### config.mk
export PLATFORM = sky130hd
export DESIGN_NAME = rc6_ram
export DESIGN_NICKNAME = d
export VERILOG_FILES = /design/src/rtl/core/rc6_ram.sv
export SDC_FILE = /design/constraint.sdc
export NUM_CORES = 1
export LEC_CHECK = 0
export BUFFER_PORTS_ARGS = -buffer_cell sky130_fd_sc_hd__buf_2
export CAP_MARGIN = 0
export CORE_AREA = 2 2 352 354
export CTS_CLUSTER_SIZE = 10
export DETAILED_ROUTE_END_ITERATION = 12
export DIE_AREA = 0 0 354 356
export GPL_TIMING_DRIVEN = 0
export PLACE_DENSITY = 0.6
export RECOVER_POWER = 50
export SKIP_CTS_REPAIR_TIMING = 1
export SYNTH_ARGS = -nofsm -noshare
export SYNTH_HDL_FRONTEND = slang
export SYNTH_SLANG_ARGS = --single-unit
### constraint.sdc
create_clock -name clk_i -period 3.95 [get_ports clk_i]
set_input_delay 0.395 -clock clk_i [delete_from_list [all_inputs] [get_ports clk_i]]
set_output_delay 0.395 -clock clk_i [all_outputs]
set_load 0.03 [all_outputs]
### src/rtl/core/rc6_ram.sv
// Generic single-write, single-read RAM with registered read data.
// No dependencies.
`default_nettype none

module rc6_ram #(
  parameter int Width = 32,
  parameter int Depth = 44
) (
  input  logic                     clk_i,
  input  logic                     we_i,
  input  logic [$clog2(Depth)-1:0] waddr_i,
  input  logic [Width-1:0]         wdata_i,
  input  logic [$clog2(Depth)-1:0] raddr_i,
  output logic [Width-1:0]         rdata_o
);

  logic [Width-1:0] mem_q [Depth];

  always_ff @(posedge clk_i) begin
    if (we_i) begin
      mem_q[waddr_i] <= wdata_i;
    end
    rdata_o <= mem_q[raddr_i];
  end

endmodule

`default_nettype wire

# --- Word-level counts from Yosys, hierarchy flattened ---
# Memory sizes are Yosys's and may differ from the RTL's. A register that Yosys moved wholly into a read port is not among the register bits.
# Cells that the tools add are included.
totals:
  word_cells: 3
  mem_bits_rw: 1408
  in_bits: 46
  memories: 1
  ff_bits: 0
classes:
  n_mux: 2
memory_table:
  columns: ["name", "depth", "word_bits", "read_ports", "rd_ports_with_merged_regs", "wr", "line", "rtl"]
  rows:
  - ["mem_q", 44, 32, 1, 1, 1, "17", "logic [Width-1:0] mem_q [Depth];"]
ops:
  columns: ["cell", "count"]
  rows:
  - ["1-bit 2-to-1 mux", 2]

# --- Depth between registers and ports, before layout ---
logic_depth:
  word_depth: 2
  depth_mapped: 8
  mapped_depth_nobuf: 5

# --- Worst setup path after synthesis ---
# Ideal clock, no wire load.
synth_timing:
  path_type: "input to register"
  startpoint: "in waddr_i[1]"
  endpoint: "mem mem_q[21][0] (enable)"
  path_slack_ps: -240
  arrival_ps: 3688
  setup_time_ps: 502
  stages: 2
  t_required_ps: 3448
  cell_sequence: "nand2b_1 nor4_1"
synth_rtl:
  columns: ["item", "line", "rtl"]
  rows:
  - ["start: declaration", "11", "input logic [$clog2(Depth)-1:0] waddr_i,"]
  - ["end: declaration", "17", null]
# No word-level cell before the write port.

==> summary.txt <==
Synthesis
  • YS warnings: 0
  • Post-synth EDFFs: 1,408
  • Synthesized cell area: 54,600 sq um
  • Post-Syn Nets: 2,546
  • Syn avg cell area: 21.8 sq um
  • Fraction of registers with async set/reset: 0%
  • Cells after synthesis: 2,500
  • Netlist cell types: 33
  • Sequential fraction of the synthesis area: 78.7%
  • Top_reg_cell synth: edfxtp_1
  • Synthesized flop and latch total: 1,440

Route
  • Vias per cell: 5.91
  • DRT Wirelength: 137,000 um
  • Drt pass-1 iters: 6
  • Wire length per cell: 30.6 um
  • # DRC: 0
  • Vias: 26,458
  • Final ANT Viol Nets: 0
  • DRT iter0 DRCs: 3,223

STA
  • Post-route clock period utilization: 77.6%
  • Final count of pins violating max slew: 1,462
  • Period minus WS final: 3.07 ns
  • RSZ-0062 raised after global routing: no
  • Fmax achieved: 326 MHz
  • Slew margin rel.: -57.9%
  • Final hold violations: 0
  • Slew @ Worst Pin: 2.37 ns
  • Endpoints failing setup: 0
  • Clock Skews: 0.0308 ns

Finish
  • Non-Filler Instances: 4,476
  • Register area: 42,900 sq um
  • Net count, final: 2,841
  • Multi-input gate area: 11,200 sq um
  • Most common cell after layout, fill and taps aside: edfxtp_1
  • Util after Layout: 51.0%
  • Most frequent cells in the layout: edfxtp_1, mux4_2, clkbuf_16
  • Post-route cell area: 62,600 sq um
  • Layout cells sized above 1: 24.0%
  • Layout area overhead: 14.7%
  • FILL cells: 9,610

Worst hold path
  • Type of the tightest min-delay check: input port to register

Worst setup path
  • Worst setup path category: input port to register
  • Most used cell, CP: a21oi_1
  • Buf+Inv Stages, Crit Path: 2
  • Slowest-stage cell, CP: clkbuf_1
  • R2R setup slack: 1.56 ns
  • CP arrival: 3.62 ns
  • Critical Path, Cell by Cell: buf_2 -> clkbuf_1 -> mux4_2 -> a22oi_1 -> a21oi_1 -> a21oi_1 -> o21ai_1
  • Startpoint Class: input port
  • CP endpoint kind: register
  • Crit Path Max Fanout: 10
  • CP peak stage delay: 1.02 ns
  • Family with the most delay on the worst path: buffers and inverters
  • Crit path required time: 4.50 ns

Floorplanning
  • Die Footprint: 126,000 sq um
  • Die X: 354 um
  • Starting Density: 44.5%
  • Site Rows: 129
  • Die Height: 356 um
  • I/O pin total: 78
  • Core ar.: 123,000 sq um

Pwr
  • Static Leakage: 0.0196 uW
  • Peak VDD IR: 412 uV
  • Pwr per Cell Area: 506 nW/um^2

Placement
  • Cells after DPL: 4,267
  • Port buffer count: 73
  • Post-DP HPWL: 88,000 um
  • Cell Area, Placed: 58,300 sq um
  • Routability-driven placement congestion ratio: 0.939

Global route
  • Gr ovfl total: 0
  • Vias in the first global route: 26,879
  • Largest net degree at the start of global routing: 45
  • First-pass GRT wire length: 193,000 um
  • GRT Total Usage: 21.8%
  • Initial antenna violation count: 8

Clock network
  • Clock transition at path regs: 0.05 ns
  • Latest clock arrival within the worst-skew pair: 0.75 ns
  • CTS Buf Count: 163
  • CTS tree: done
  • Max clock buf depth: 3
  • H-Tree Depth: 4
  • Clock sinks: 1,440
  • Root Buffer: clkbuf_16

Status
  • Failing checks: capacitance limit, slew limit
  • Outcome: finished, violations left

Flow run
  • MaxCap Viol Count: 34
==> cell usage after synthesis, drive strengths merged, types with 10 or more instances <==
cell       n  area share (%)
o21ai     54            0.50
dfxtp     32             1.2
mux2i    128             2.3
a21oi     74            0.68
o31ai     10            0.14
buf       70            0.76
o211ai    22            0.30
a22oi     64            0.88
nand2     62            0.43
mux2      64             1.3
nor2      54            0.37
o22ai     32            0.37
a221oi    32            0.51
edfxtp  1408              77
clkbuf    74            0.51
mux4     288              12
==> sequential cells by signal, indices dropped and copies added, names as in the netlist <==
register,cells
rdata_o,32
mem_q,1408
==> logic make-up after synthesis <==
family	after synthesis	share of synthesized area, %
muxes	480	15.6
and+or+nand+nor	147	1.14
buffers and inverters	145	1.27
DFF	1440	78.7
AOI/OAI and AO/OA	288	3.38
==> power by group <==
group / switching (uW) / internal [uW]
sequential: 36.3 / 16900
combinational: 1140 / 539
clock: 5480 / 7520
==> per-stage QoR <==
stage / TNS, ns / total power (uW) / hold WS, ns / worst slack [ns]
2_1_floorplan: 0 / 18200 / 0.494 / 0.362
3_3_place_gp: -934.84 / 18900 / 0.803 / -2.42
3_5_place_dp: 0 / 19000 / 0.822 / 0.247
4_1_cts: 0 / 31900 / 0.0440 / 1.04
5_1_grt: 0 / 32500 / 0.104 / 0.940
6_report: 0 / 31700 / 0.102 / 0.884
==> final timing paths <==
| kind | cells after the start | endpoint | from |
|---|---|---|---|
| setup / recovery | 7 | rdata_o[3] | raddr_i[1] |
| hold / removal | 2 | rdata_o[10] | raddr_i[5] |
| setup reg to reg | 5 | rdata_o[28] | mem_q[39][28] |
| hold reg to reg | 5 | rdata_o[26] | mem_q[42][26] |
==> final cells by class <==
| class | instances | share of cell area, % |
|---|---|---|
| Sequential cell | 1440 | 68.6 |
| Multi-Input combinational cell | 915 | 18.0 |
| Clock buffer | 201 | 6.88 |
| Tap cell | 1637 | 3.27 |
| Timing Repair Buffer | 130 | 2.10 |
| Buffer | 144 | 1.10 |
| Clock inverter | 6 | 0.0999 |
| Antenna cell | 2 | 0.00800 |
| Inverter | 1 | 0.00600 |
==> layer usage <==
| layer | track usage (%) | wire [um] | vias to the layer above |
|---|---|---|---|
| met5 | 0.604 | 126 | - |
| met4 | 6.86 | 3910 | 6 |
| met3 | 5.33 | 11500 | 216 |
| met2 | 34.3 | 65200 | 1099 |
| met1 | 30.1 | 56400 | 14088 |
| li1 | - | - | 11049 |
Note: power is estimated with default switching activity, not from simulation.
