### src/rtl/core/rc6_pkg.sv
// Shared types, constants and word functions of the RC6-32/20 block cipher.
// No dependencies; rc6_ksched, rc6_core and rc6_block_cipher_top import this package.
`default_nettype none

package rc6_pkg;

  localparam int Rounds      = 20;
  localparam int MaxKeyWords = 8;
  localparam int NumRk       = 2 * Rounds + 4;
  localparam int RkAw        = $clog2(NumRk);
  localparam int StepW       = $clog2(Rounds + 2);
  localparam int KeyIdxW     = (MaxKeyWords > 1) ? $clog2(MaxKeyWords) : 1;
  localparam int KsSteps     = 3 * ((NumRk > MaxKeyWords) ? NumRk : MaxKeyWords);
  localparam int KsCntW      = $clog2(KsSteps);
  localparam int KwcW        = 4;
  localparam int NumKeyParts = 4;
  localparam int CfgAw       = 6;

  localparam logic [31:0] P32 = 32'hB7E15163;
  localparam logic [31:0] Q32 = 32'h9E3779B9;

  typedef enum logic [2:0] {
    RegKeyPart0     = 3'd0,
    RegKeyPart1     = 3'd1,
    RegKeyPart2     = 3'd2,
    RegKeyPart3     = 3'd3,
    RegKeyWordCount = 3'd4
  } reg_idx_e;

  typedef struct packed {
    logic        mode;
    logic [31:0] word_a;
    logic [31:0] word_b;
    logic [31:0] word_c;
    logic [31:0] word_d;
  } blk_in_t;

  typedef struct packed {
    logic [31:0] out_a;
    logic [31:0] out_b;
    logic [31:0] out_c;
    logic [31:0] out_d;
  } blk_out_t;

  typedef struct packed {
    logic            we;
    logic [RkAw-1:0] addr;
    logic [31:0]     data;
  } rk_wr_t;

  typedef logic [NumKeyParts-1:0][63:0] key_parts_t;

  function automatic logic [31:0] rotl32(input logic [31:0] x, input logic [4:0] n);
    logic [63:0] w;
    w = {x, x} << n;
    return w[63:32];
  endfunction

  function automatic logic [31:0] rotr32(input logic [31:0] x, input logic [4:0] n);
    logic [63:0] w;
    w = {x, x} >> n;
    return w[31:0];
  endfunction

  // Low word of x * (2x + 1); the caller registers the product.
  function automatic logic [31:0] quad_prod(input logic [31:0] x);
    logic [31:0] odd;
    odd = {x[30:0], 1'b1};
    return x * odd;
  endfunction

endpackage

`default_nettype wire

### src/rtl/core/rc6_core.sv
// RC6 block datapath: one shared 32x32 multiplier, Lo, Hi and Apply phases per round step,
// whitening steps at both ends. Depends on rc6_pkg; reads round keys from the RAM.
`default_nettype none

module rc6_core (
  input  logic                     clk_i,
  input  logic                     rst_ni,
  input  logic                     go_i,
  input  rc6_pkg::blk_in_t         blk_i,
  input  logic [31:0]              rdata_i,
  output logic [rc6_pkg::RkAw-1:0] raddr_o,
  output rc6_pkg::blk_out_t        result_o,
  output logic                     valid_o
);
  import rc6_pkg::*;

  localparam logic [1:0] PhLo    = 2'd0;
  localparam logic [1:0] PhHi    = 2'd1;
  localparam logic [1:0] PhApply = 2'd2;

  localparam logic [StepW-1:0] LastStep = StepW'(Rounds + 1);

  logic             run_q, valid_q;
  logic [1:0]       ph_q;
  logic [StepW-1:0] step_q, key_idx;
  logic             mode_q;
  logic [31:0]      a_q, b_q, c_q, d_q;
  logic [31:0]      a_d, b_d, c_d, d_d;
  logic [31:0]      prod_q, t_q, lo_q, mix, xt, xu;

  assign key_idx = mode_q ? (LastStep - step_q) : step_q;
  assign raddr_o = RkAw'({key_idx, (ph_q == PhHi)});
  assign mix     = rotl32(prod_q, 5'd5);
  assign xt      = mode_q ? a_q : b_q;
  assign xu      = mode_q ? c_q : d_q;

  // Apply one step: lo_q holds the even round key, rdata_i the odd one.
  always_comb begin
    a_d = a_q;
    b_d = b_q;
    c_d = c_q;
    d_d = d_q;
    if (!mode_q) begin
      if (step_q == '0) begin
        b_d = b_q + lo_q;
        d_d = d_q + rdata_i;
      end else if (step_q == LastStep) begin
        a_d = a_q + lo_q;
        c_d = c_q + rdata_i;
      end else begin
        a_d = b_q;
        b_d = rotl32(c_q ^ mix, t_q[4:0]) + rdata_i;
        c_d = d_q;
        d_d = rotl32(a_q ^ t_q, mix[4:0]) + lo_q;
      end
    end else begin
      if (step_q == '0) begin
        a_d = a_q - lo_q;
        c_d = c_q - rdata_i;
      end else if (step_q == LastStep) begin
        b_d = b_q - lo_q;
        d_d = d_q - rdata_i;
      end else begin
        a_d = rotr32(d_q - lo_q, mix[4:0]) ^ t_q;
        b_d = a_q;
        c_d = rotr32(b_q - rdata_i, t_q[4:0]) ^ mix;
        d_d = c_q;
      end
    end
  end

  always_ff @(posedge clk_i or negedge rst_ni) begin
    if (!rst_ni) begin
      run_q   <= 1'b0;
      valid_q <= 1'b0;
      ph_q    <= PhLo;
      step_q  <= '0;
    end else begin
      valid_q <= 1'b0;
      if (go_i) begin
        run_q  <= 1'b1;
        ph_q   <= PhLo;
        step_q <= '0;
      end else if (run_q) begin
        unique case (ph_q)
          PhLo:    ph_q <= PhHi;
          PhHi:    ph_q <= PhApply;
          PhApply: begin
            ph_q <= PhLo;
            if (step_q == LastStep) begin
              run_q   <= 1'b0;
              valid_q <= 1'b1;
            end else begin
              step_q <= step_q + StepW'(1);
            end
          end
          default: ph_q <= PhLo;
        endcase
      end
    end
  end

  always_ff @(posedge clk_i) begin
    if (go_i) begin
      mode_q <= blk_i.mode;
      a_q    <= blk_i.word_a;
      b_q    <= blk_i.word_b;
      c_q    <= blk_i.word_c;
      d_q    <= blk_i.word_d;
    end else if (run_q) begin
      unique case (ph_q)
        PhLo: begin
          prod_q <= quad_prod(xt);
        end
        PhHi: begin
          lo_q   <= rdata_i;
          t_q    <= mix;
          prod_q <= quad_prod(xu);
        end
        PhApply: begin
          a_q <= a_d;
          b_q <= b_d;
          c_q <= c_d;
          d_q <= d_d;
        end
        default: ;
      endcase
    end
  end

  assign result_o.out_a = a_q;
  assign result_o.out_b = b_q;
  assign result_o.out_c = c_q;
  assign result_o.out_d = d_q;
  assign valid_o        = valid_q;

endmodule

`default_nettype wire

### config.mk
export PLATFORM = sky130hd
export DESIGN_NAME = rc6_core
export DESIGN_NICKNAME = d
export VERILOG_FILES = /design/src/rtl/core/rc6_pkg.sv /design/src/rtl/core/rc6_core.sv
export SDC_FILE = /design/constraint.sdc
export NUM_CORES = 2
export LEC_CHECK = 0
export ABC_AREA = 0
export BUFFER_PORTS_ARGS = -buffer_cell sky130_fd_sc_hd__buf_2
export CAP_MARGIN = 20
export CORE_UTILIZATION = 43
export CTS_CLUSTER_SIZE = 25
export DETAILED_ROUTE_END_ITERATION = 16
export HOLD_SLACK_MARGIN = 0.05
export PLACE_DENSITY_LB_ADDON = 0.1
export SLEW_MARGIN = 0
export SYNTH_ARGS = -nofsm -noshare
export SYNTH_HDL_FRONTEND = slang
export SYNTH_SLANG_ARGS = --single-unit
### constraint.sdc
create_clock -name clk_i -period 12.09 [get_ports clk_i]
set_input_delay 3.627 -clock clk_i [delete_from_list [all_inputs] [get_ports clk_i]]
set_output_delay 3.627 -clock clk_i [all_outputs]
set_load 0.005 [all_outputs]
# After elaboration in Yosys (flattened, before gate mapping)
# Index checks and enable logic that the tools add are counted.
# word_totals
reg_bits	234
in_bits	164
output_inout_bits	135
# classes
addsub	14
multipliers	2
n_eq_ne	8
shifts	4
n_mux	51
bitwise_logic	5
reduce_logical	10
# ops
op	n
$mux 32	34
$add 32x32->32	6
$sub 32x32->32	6
$shl 64x5->64	2
$shr 64x5->32	2
$xor 32x32->32	4
$mul 32x32->32	2
$pmux 32 s2	1
$mux 5	5
$reduce_and 3->1	3
$mux 1	8
$ne 4x3->1 const B	2
$reduce_and 4->1	2
$ne 3x3->1 const B	2
$reduce_bool 2->1	3
$add 5x1->5 const B	1
$eq 5x5->1 const B	1
$logic_not 5->1	1
$sub 5x5->5 const A	1
$mux 2	2
$pmux 2 s2	1
$eq 2x1->1 const B	1
$eq 2x2->1 const B	1
$logic_not 2->1	1
2 further kinds	2

# Longest topological paths before layout
# depth
word_depth	9
mapped_depth	36

# Least setup slack after synthesis
# No wires, ideal clock.
# synth_timing
kind	input-to-reg
startpoint	input go_i
endpoint	register a_q[0] (enable)
setup_ps	565
t_arrival_ps	8908
required_time_ps	11525
slack_ps	2617
path_stages	5
path_buffers	3
path_cell_list	clkbuf_1 clkbuf_1 clkbuf_1 nor2_1 nor3_1
# synth_via
elab_chain_cells	2
word_cells_on_any_way	5
cone_classes	eq/ne (2); reduce/logical (3)
# synth_lines
element	line_no	text
start, declared	rc6_core.sv:8	input logic go_i,
$ne 4x3->1 (no line), or another cell as far along	--	
$reduce_and 4->1 (no line) *	--	
end signal, assigned	rc6_core.sv:106	a_q <= blk_i.word_a;
end, declared	rc6_core.sv:27	logic [31:0] a_q, b_q, c_q, d_q;
# Every way passes the cells marked *; elsewhere a longest branch is shown, timed or not.
# A chain may end at the register's enable or synchronous reset.

# Final worst setup path
# layout_timing
startpoint	register mode_q
endpoint	register prod_q[30], data pin
# layout_via
elab_chain_cells	3
word_cells_on_any_way	5
cone_classes	mul (2); mux (3)
# layout_lines
element	line_no	text
start, declared	rc6_core.sv:26	logic mode_q;
start signal, assigned	rc6_core.sv:105	mode_q <= blk_i.mode;
$mux 32, on equally long branches	rc6_core.sv:35, rc6_core.sv:34	
$mul 32x32->32	rc6_pkg.sv:69	return x * odd;
$pmux 32 s2 *	rc6_core.sv:111	unique case (ph_q)
end signal, assigned	rc6_core.sv:113	prod_q <= quad_prod(xt);
end signal, assigned	rc6_core.sv:118	prod_q <= quad_prod(xu);
end, declared	rc6_core.sv:29	logic [31:0] prod_q, t_q, lo_q, mix, xt, xu;
# Marks and branches as above.

==> run summary <==
The remaining max-slew budget at the tightest pin came out at 0.147. The tree is rooted in a sky130_fd_sc_hd__clkbuf_16. The portion of the post-synthesis area used by sequential elements is 0.106. The placed instances occupy a cell area of 70,200 µm². The top cell types in the final layout, fill and taps aside, are sky130_fd_sc_hd__inv_1 (1,067), sky130_fd_sc_hd__nor2_1 (799), sky130_fd_sc_hd__fa_1 (742). TritonCTS built the clock tree.

The number of instances in the synthesized netlist is just under 8,000. The number of setup violations in the final report is 0. The net total in the final layout came out at 9,571. The post-detailed-placement half-perimeter wirelength is ~260,000 µm.

In the routed layout, each cell is associated on average with a via count of 6.28. In this run the critical register-to-register path is launched from mode_q. Measured in cells, the most critical reg-to-reg path has a length of 28. The Yosys warning count is 0. By area the synthesized netlist is led by sky130_fd_sc_hd__fa_1 (22%), sky130_fd_sc_hd__ha_1 (12%), sky130_fd_sc_hd__edfxtp_1 (10%). The run finished with clean final reports. The number of hold-slack violations in the final timing report is 0. The depth of the CTS H-tree came out at 2. The I/O pin total came out at 299. After floorplanning, the core was divided into 143 placement rows.

The worst setup path is launched from a flip-flop. The post-route DRC violation count came out at 0. The routed length on met1 is 122,000 µm.

The final sum of negative setup slack came out at 0 ns. The total clock buffers created by CTS is 38. Counting flops with a built-in enable in the synthesized netlist gives 225. The longest clock path from root to sink contains 3 buffers. The cell that appears most often on the critical path is sky130_fd_sc_hd__fa_1. From synthesis to final layout, the design area changed by 8.17%. The most critical setup path has its endpoint at prod_q[30].

In the final layout, the share of cells above drive strength 1 is 0.0983. The overall global routing resource usage came out at 0.400. The data arrival at the endpoint of the critical path came out at a little over 10 ns. The combined area of the multi-input logic cells came out at 53,700 µm². The global placer's final weighted congestion came out at 1.03. The initial cell density of the core came out at 0.435. The area of the die is approximately 160,000 µm². The worst endpoint required time is around 12 ns. The number of DRC violations after detailed-routing iteration 0 came out at 7,935. The top cell type by total area after synthesis is sky130_fd_sc_hd__fa_1.

The number of pins with negative max-slew slack in the final report came out at 0. The most used flip-flop cell after synthesis is sky130_fd_sc_hd__edfxtp_1. In this run, post-CTS repair resized a total of 0 instances. The minimum period implied by the final worst setup slack is between 10 and 15 ns. The post-CTS clock slew at the launch and capture registers of the worst setup and hold paths is roughly 0.070 ns. The portion of synthesized cell area occupied by the leading cell type came out at 0.225.

The final route contains around 63,000 vias. The kind of capture point of the worst setup path is a flip-flop. The die extent in y is between 300 and 400 µm.

The number of maximum-capacitance violations came out at 0. After synthesis the cells add up to 66,200 µm². The mean instance size in the synthesized netlist came out at 8.38 µm².

The maximum fanout encountered on the critical timing path is 90. Based on the critical path, the design can be clocked at up to 99.6 MHz. The path class of the tightest hold or removal check is flip-flop to flip-flop.

For this run the aggregate overflow at the end of global routing stands at 0. The setup check on the worst reg-to-reg path leaves a slack of 2.05 ns. Once the clock tree was built, the setup fixing pass inserted 0 buffers. The area used by sequential logic in the layout came out at 6980 µm². The routed wire length on met3 came out at 35,600 µm.

The clock skew after layout came out at 0.0640 ns. The wire length per cell after detailed routing came out at approximately 31 µm. The region available for standard cell placement spans 152,000 µm². The initial antenna violation count came out at 39. The maximum number of pins on one net before global-route repair is slightly above 90.

The number of nets produced by synthesis is 9,431. The total length of routed met2 wires came out at 135,000 µm. The most common cell after layout, fill and taps aside is sky130_fd_sc_hd__inv_1. The count of nets left with antenna violations after detail routing came out at 0. The origin of the worst setup path is mode_q. Setup repair after global routing left no endpoint under its margin. The flop and latch count out of synthesis is 234.

After detailed routing, no signal wire sits above met5. The cell type of the slowest stage on the worst timing path is sky130_fd_sc_hd__mux2i_1. The via count of the first global-routing pass came out at 61,627. The number of different library cells used by synthesis comes to 99. The number of hold buffers added after CTS is 0. The clock insertion delay at the later pin of the skew report is 0.66 ns. The width of the die is a little under 400 µm. After routing the design area is around 72,000 µm². The count of fill cells added during filler insertion is about 15,000. The clock drives 234 sinks. In the finished design, the share of the clock period the worst path needs comes to 0.830. The worst reg2reg path endpoint is prod_q[30]. The maximum cell stage delay along the critical path is 0.92 ns. The share of flip-flops with an asynchronous set or reset after synthesis came out at 0.0385. The global-route wire length before repair came out at 448,000 µm.

The first detailed-routing pass ran for 8 iterations. Input and output buffers added on the ports amount to 298. The final routed wirelength across all metal layers came out at 317,000 µm. For the pin with the worst max-slew slack, the measured transition is 1.28 ns.

The critical path is of the flip-flop to flip-flop type.
-- synthesized netlist by cell type (24+ instances only) --
| master | instances |
|---|---|
| sky130_fd_sc_hd__nor2_1 | 806 |
| sky130_fd_sc_hd__and3_1 | 54 |
| sky130_fd_sc_hd__xor2_1 | 157 |
| sky130_fd_sc_hd__o21bai_1 | 50 |
| sky130_fd_sc_hd__o221ai_1 | 33 |
| sky130_fd_sc_hd__nor2b_1 | 42 |
| sky130_fd_sc_hd__buf_1 | 55 |
| sky130_fd_sc_hd__nor3_1 | 130 |
| sky130_fd_sc_hd__mux2i_1 | 201 |
| sky130_fd_sc_hd__a21o_1 | 112 |
| sky130_fd_sc_hd__a21boi_0 | 24 |
| sky130_fd_sc_hd__o21a_1 | 58 |
| sky130_fd_sc_hd__xnor2_1 | 342 |
| sky130_fd_sc_hd__nand2_1 | 601 |
| sky130_fd_sc_hd__nand3_1 | 97 |
| sky130_fd_sc_hd__or2_2 | 39 |
| sky130_fd_sc_hd__a31oi_1 | 68 |
| sky130_fd_sc_hd__mux2_2 | 38 |
| sky130_fd_sc_hd__a221oi_1 | 41 |
| sky130_fd_sc_hd__fa_1 | 742 |
| sky130_fd_sc_hd__inv_1 | 1076 |
| sky130_fd_sc_hd__clkbuf_1 | 311 |
| sky130_fd_sc_hd__a21oi_1 | 515 |
| sky130_fd_sc_hd__o22ai_1 | 30 |
| sky130_fd_sc_hd__mux4_2 | 100 |
| sky130_fd_sc_hd__and2_1 | 36 |
| sky130_fd_sc_hd__o31ai_1 | 48 |
| sky130_fd_sc_hd__ha_1 | 631 |
| sky130_fd_sc_hd__edfxtp_1 | 225 |
| sky130_fd_sc_hd__nor4_1 | 29 |
| sky130_fd_sc_hd__nand4_1 | 27 |
| sky130_fd_sc_hd__a222oi_1 | 27 |
| sky130_fd_sc_hd__nand2b_1 | 74 |
| sky130_fd_sc_hd__a211oi_1 | 104 |
| sky130_fd_sc_hd__o21ai_0 | 422 |
| sky130_fd_sc_hd__o211ai_1 | 81 |
| sky130_fd_sc_hd__or3_1 | 58 |
-- flip-flops by register name (all words and copies together), names as in the netlist, 2 cells and up --
| name | cells |
|---|---|
| t_q | 32 |
| lo_q | 32 |
| d_q | 32 |
| c_q | 32 |
| b_q | 32 |
| prod_q | 32 |
| step_q | 5 |
| ph_q | 2 |
| a_q | 32 |
-- cells by family (layout without fill, tap and decap cells) --
kind of cell,count (synthesis),count (layout),synth area share
AND/OR/NAND/NOR,2061,2061,0.140
AO/OA/AOI/OAI,1914,1914,0.190
buffers and inverters,1473,1643,0.0839
adder cells (fa/ha/maj),1373,1373,0.344
XOR/XNOR,499,499,0.0661
multiplexers,340,340,0.0713
flip-flops,234,234,0.106
other,0,11,0
-- worst max-delay path: cells and delay by family, from the launching register on --
kind	cells	cell delay, ns
adders and majority gates	9	3.99
AOI/OAI and AO/OA	7	2.34
buffers and inverters	6	1.20
muxes	2	1.01
and+or+nand+nor	2	0.41
DFF	1	0.39
xor gates and xnor gates	2	0.25
-- area by class of cell --
| cell class | instances | area share |
|---|---|---|
| multi-input cells | 6187 | 0.751 |
| flip-flops and latches | 234 | 0.0976 |
| inverters | 1101 | 0.0577 |
| repair buffers | 472 | 0.0396 |
| well taps | 2030 | 0.0355 |
| clock buffers | 44 | 0.0142 |
| clock inverters | 26 | 0.00414 |
| diodes | 11 | 0.000385 |
-- through the flow --
step	cells	setup WS, ns	hold slack, ns	utilization
final	10105	2.05	0.593	0.470
after CTS	10090	2.09	0.591	0.470
after global placement	10015	2.34	0.566	0.461
after floorplan	7894	2.62	0.424	-
after detailed placement	10020	2.15	0.576	0.461
after global routing	10096	1.72	0.612	0.470
-- metal layers --
metal	vias to the layer above	track usage
met4	38	0.251
met3	767	0.0996
met1	31456	0.514
met2	3644	0.600
met5	-	0
li1	27523	-
-- worst min path at each step --
stage | startpoint | to | cells after the start
after global routing | ph_q[0] | ph_q[0] | 2
after CTS | ph_q[0] | ph_q[0] | 2
after global placement | run_q | run_q | 2
after floorplan | prod_q[27] | t_q[0] | 0
after detailed placement | run_q | run_q | 2
final | run_q | run_q | 2
Power is left out: the tool's default activity adds up to more than one toggle a clock period on the data nets, which glitch-free logic cannot reach.
